**src/lppf_pkg.sv**
```systemverilog
// lppf_pkg: shared types, codes and defaults for the length-prefixed packet fifo
// used by lppf_out_q and length_prefixed_packet_fifo; no dependencies
package lppf_pkg;

    // default sizing, handed to the top-level parameters
    localparam int DEF_STORE_DEPTH      = 8192;
    localparam int DEF_MAX_PACKET_WORDS = 4096;
    localparam int DEF_WORD_BITS        = 16;

    // fixed field widths of the ports
    localparam int ACTION_BITS = 2;
    localparam int LEN_BITS    = 13;
    localparam int DATA_BITS   = 16;
    localparam int STATUS_BITS = 2;

    // transaction codes on the input side
    typedef enum logic [ACTION_BITS-1:0] {
        ACT_HEADER = 2'd0,
        ACT_DATA   = 2'd1,
        ACT_POP    = 2'd2
    } t_action;

    // result status codes
    typedef enum logic [STATUS_BITS-1:0] {
        ST_OK    = 2'd0,
        ST_FULL  = 2'd1,
        ST_EMPTY = 2'd2,
        ST_SEQ   = 2'd3
    } t_status;

    // word kind of a popped word
    localparam logic KIND_HEADER = 1'b0;
    localparam logic KIND_DATA   = 1'b1;

    // one result transaction
    typedef struct packed {
        t_status              status;
        logic                 word_kind;
        logic [DATA_BITS-1:0] read_word;
        logic                 last_of_packet;
    } t_result;

endpackage

```
**src/lppf_out_q.sv**
```systemverilog
// lppf_out_q: two-entry result queue decoupling the fifo core from the output handshake
// depends on lppf_pkg (t_result)
module lppf_out_q
    import lppf_pkg::*;
(
    input  logic    i_clk,
    input  logic    i_rst_n,
    input  logic    i_enq,
    input  t_result i_res,
    output logic    o_full,
    output logic    o_valid,
    input  logic    i_ready,
    output t_result o_res
);

    logic [1:0] r_cnt;
    logic [1:0] n_cnt;
    t_result    r_q0;
    t_result    r_q1;
    t_result    n_q0;
    t_result    n_q1;
    logic       w_deq;

    assign w_deq   = (r_cnt != 2'd0) && i_ready;
    assign o_valid = (r_cnt != 2'd0);
    assign o_full  = (r_cnt == 2'd2);
    assign o_res   = r_q0;

    // next queue contents
    always_comb begin
        n_cnt = r_cnt;
        n_q0  = r_q0;
        n_q1  = r_q1;
        priority if (w_deq && i_enq) begin
            if (r_cnt == 2'd1) begin
                n_q0 = i_res;
            end else begin
                n_q0 = r_q1;
                n_q1 = i_res;
            end
        end else if (w_deq) begin
            n_q0  = r_q1;
            n_cnt = r_cnt - 2'd1;
        end else if (i_enq) begin
            if (r_cnt == 2'd0) begin
                n_q0 = i_res;
            end else begin
                n_q1 = i_res;
            end
            n_cnt = r_cnt + 2'd1;
        end
    end

    // count under reset, payload without
    always_ff @(posedge i_clk) begin
        if (!i_rst_n) begin
            r_cnt <= 2'd0;
        end else begin
            r_cnt <= n_cnt;
        end
        r_q0 <= n_q0;
        r_q1 <= n_q1;
    end

`ifndef SYNTHESIS
    // never enqueue into a full queue that is not draining
    a_no_overflow: assert property (@(posedge i_clk) disable iff (!i_rst_n)
        !(i_enq && (r_cnt == 2'd2) && !i_ready))
        else $error("result queue overflow");
    // count stays within two entries
    a_cnt_range: assert property (@(posedge i_clk) disable iff (!i_rst_n)
        r_cnt != 2'd3)
        else $error("result queue count out of range");
    // a held head entry keeps its value while stalled
    a_head_hold: assert property (@(posedge i_clk) disable iff (!i_rst_n)
        (o_valid && !i_ready) |=> (o_res == $past(o_res)))
        else $error("result queue head changed while stalled");
`endif

endmodule

```
**config.mk**
```make
export PLATFORM = sky130hd
export DESIGN_NAME = lppf_out_q
export DESIGN_NICKNAME = d
export VERILOG_FILES = /design/src/lppf_pkg.sv /design/src/lppf_out_q.sv
export SDC_FILE = /design/constraint.sdc
export NUM_CORES = 1
export LEC_CHECK = 0
export BUFFER_PORTS_ARGS = -buffer_cell sky130_fd_sc_hd__buf_4
export CAP_MARGIN = 20
export CORE_ASPECT_RATIO = 0.9
export CORE_MARGIN = 3
export CORE_UTILIZATION = 30
export DETAILED_ROUTE_END_ITERATION = 6
export GPL_TIMING_DRIVEN = 0
export PLACE_DENSITY = 0.55
export SLEW_MARGIN = 20
export SYNTH_ARGS = -nofsm -noshare
export SYNTH_HDL_FRONTEND = slang
export SYNTH_SLANG_ARGS = --single-unit
```
**constraint.sdc**
```tcl
create_clock -name i_clk -period 6.4 [get_ports i_clk]
set_input_delay 0.32 -clock i_clk [delete_from_list [all_inputs] [get_ports i_clk]]
set_output_delay 0.32 -clock i_clk [all_outputs]
set_load 0.01 [all_outputs]
```
==> impl_metrics.toml <==
[hold_path]
hold_path_depth = 1
hold_class = "input pin to register"

[cts]
clockRootBuffer = "clkbuf_8"
clk_pin_slew_ns = 0.08
htreeDepth = 2
post-cts-setup-buffer-count = 0
numClockSinks = 42
ctsLongestPathBuffers = 2
cts_buffers = 5
cts_tree = "built"
insertion_delay_ns = 0.29
cts_resized = 0
postCtsHoldBufs = 0

[sta]
fmax_mhz = 446
setup_ws_ns = 4.16
rsz0062_at_grt = "false"
clock_skew_ns = 0.00541
setup_tns_ns = 0
slew_violations = 0
layout_min_cycle_time_ns = 2.24
post-route-period-util = 0.351
relSlewSlack = 0.422
tightestPinTransition_ns = 0.868
setup_violations = 0
hold_viol = 0

[floorplan]
initial_core_util = 0.321
die_h_um = 78.2
ioPinCount = 46
design.core.area_mm2 = 0.00541
die_w_um = 86.2
dieArea_mm2 = 0.00674
row_count = 25

[synthesis]
syn_nets = 115
yosysTopAreaCell = "edfxtp_1"
synth_edf_count = 40
yosysWarnings = 0
ys.flop_type = "edfxtp_1"
synth-seq-cells = 42
ys_seq_area_frac = 0.714
synth.avg_cell_area_um2 = 20.2
yosysMostFrequentCell = "edfxtp_1"
synthTopCellsByArea = "edfxtp_1 69%, mux2_4 17%, ha_1 3.6%"
syn_area_mm2 = 0.00174
syn_inst = 86
synth_top_area_share = 0.691
async_reset_ff_frac = 0
synthDistinctLibCells = 16
synth.top_cells.by_count = "40 x edfxtp_1, 20 x mux2_4, 6 x inv_1"

[grt]
overflow = 0
grt_max_degree = 21
antenna_found_initial = 0
grt_pass1_vias = 986
grt_pass1_wl_um = 4590
grt_usage = 0.0913

[final_layout]
final_area_mm2 = 0.00228
fin_nets = 168
drive_above_1_share = 0.557
diodes = 0
syn_to_final_growth_pct = 31.4
fin_cells = 207

[setup_path]
crit_fanout = 14
r2r_slack_ns = 4.16
crit_arrival_ns = 2.24
startpoint_type = "register"
cp-end-kind = "register"
criticalPathCategory = "register to register"
required_ns = 6.40
reg2reg_depth = 8

[placed_design]
port_buffers = 45
post-place-ws_ns = 4.12
dp_hpwl_um = 2100
place.gp.congestion = 0.660
placed_area_mm2 = 0.00217
post-place-cells = 199

[run_status]
status = "complete, no violations"

[route]
drc_errors = 0
drtPass1Iterations = 3
route.detailed.wl_per_inst_um = 14.3
drt_iter0_markers = 28
avgViaCountPerCell = 4.40
routed_wl_um = 2960
vias = 911
detail-route-antenna-nets = 0

[power]
leakage_nw = 0.961
peakVddDrop_mv = 0.179
p_per_area_mw_per_mm2 = 477
p_total_mw = 1.09

[flow_run]
maxCapViolCount = 0
-- through the flow --
stage                      util  hold slack (ns)
after global routing      0.422            0.188
after detailed placement  0.402            0.511
final                     0.422            0.209
after global placement    0.399            0.510
after floorplan               -            0.419
after CTS                 0.422            0.201
-- power by group --
part	internal, mW	leakage (nW)	switching (mW)
combinational	0.214	0.512	0.191
sequential	0.451	0.397	0.0326
clock	0.116	0.0514	0.0862
-- state kept, by name (all words and copies together), names as in the netlist --
register and count:
o_res 20, r_q1 20, r_cnt 2
-- critical path: stages, from the launching register on --
cell	delay, ns
dfxtp_1	0.38
inv_1	0.08
ha_1	0.26
nor2b_4	0.21
ha_1	0.20
and2b_1	0.19
a31oi_1	0.06
nor2_2	0.32
buf_6	0.24
-- metal layers --
| metal | GRT usage | vias up | routed length (µm) |
|---|---|---|---|
| li1 | - | 427 | - |
| met1 | 0.104 | 448 | 1210 |
| met2 | 0.149 | 31 | 1450 |
| met3 | 0.0472 | 5 | 256 |
| met4 | 0.0280 | 0 | 40 |
| met5 | 0 | - | 0 |
-- placed cells by master, fill, tap and decap left out --
cell and count:
buf_4 45, a21oi_4 1, a21oi_1 1, edfxtp_1 40
inv_1 6, mux2_4 20, dfxtp_1 2, and2_1 1
buf_6 3, ha_1 5, clkinvlp_4 1, a31oi_1 1
clkbuf_8 5, xnor2_1 2, nor2_2 1, o21ai_0 1
clkbuf_1 1, and2b_1 1, bufinv_16 1, a21o_1 1
nor2b_4 1
-- worst paths after layout --
path,start,end
min,i_res[8],r_q1[8]
max,r_cnt[0],r_q1[6]
max reg2reg,r_cnt[0],r_q1[6]
min reg2reg,r_q1[7],o_res[7]
-- cell type report --
| class | count | area (µm²) |
|---|---|---|
| Fill cell | 509 | 3130 |
| Sequential cell | 42 | 1240 |
| Multi-Input combinational cell | 36 | 454 |
| Timing Repair Buffer | 46 | 349 |
| Tap cell | 67 | 83.8 |
| Clock buffer | 6 | 72.6 |
| Clock inverter | 2 | 37.5 |
| Buffer | 2 | 22.5 |
| Inverter | 6 | 22.5 |
-- cell families (layout without fill, tap and decap cells) --
kind of cell | Yosys count | in the layout | share of synthesized area
compound gates | 5 | 5 | 0.0230
xor+xnor | 2 | 2 | 0.0101
fa+ha+maj | 5 | 5 | 0.0360
buf+inv | 8 | 62 | 0.0259
flops | 42 | 42 | 0.714
mux | 20 | 20 | 0.173
simple gates | 4 | 4 | 0.0180
Note: power is estimated with default switching activity, not from simulation.
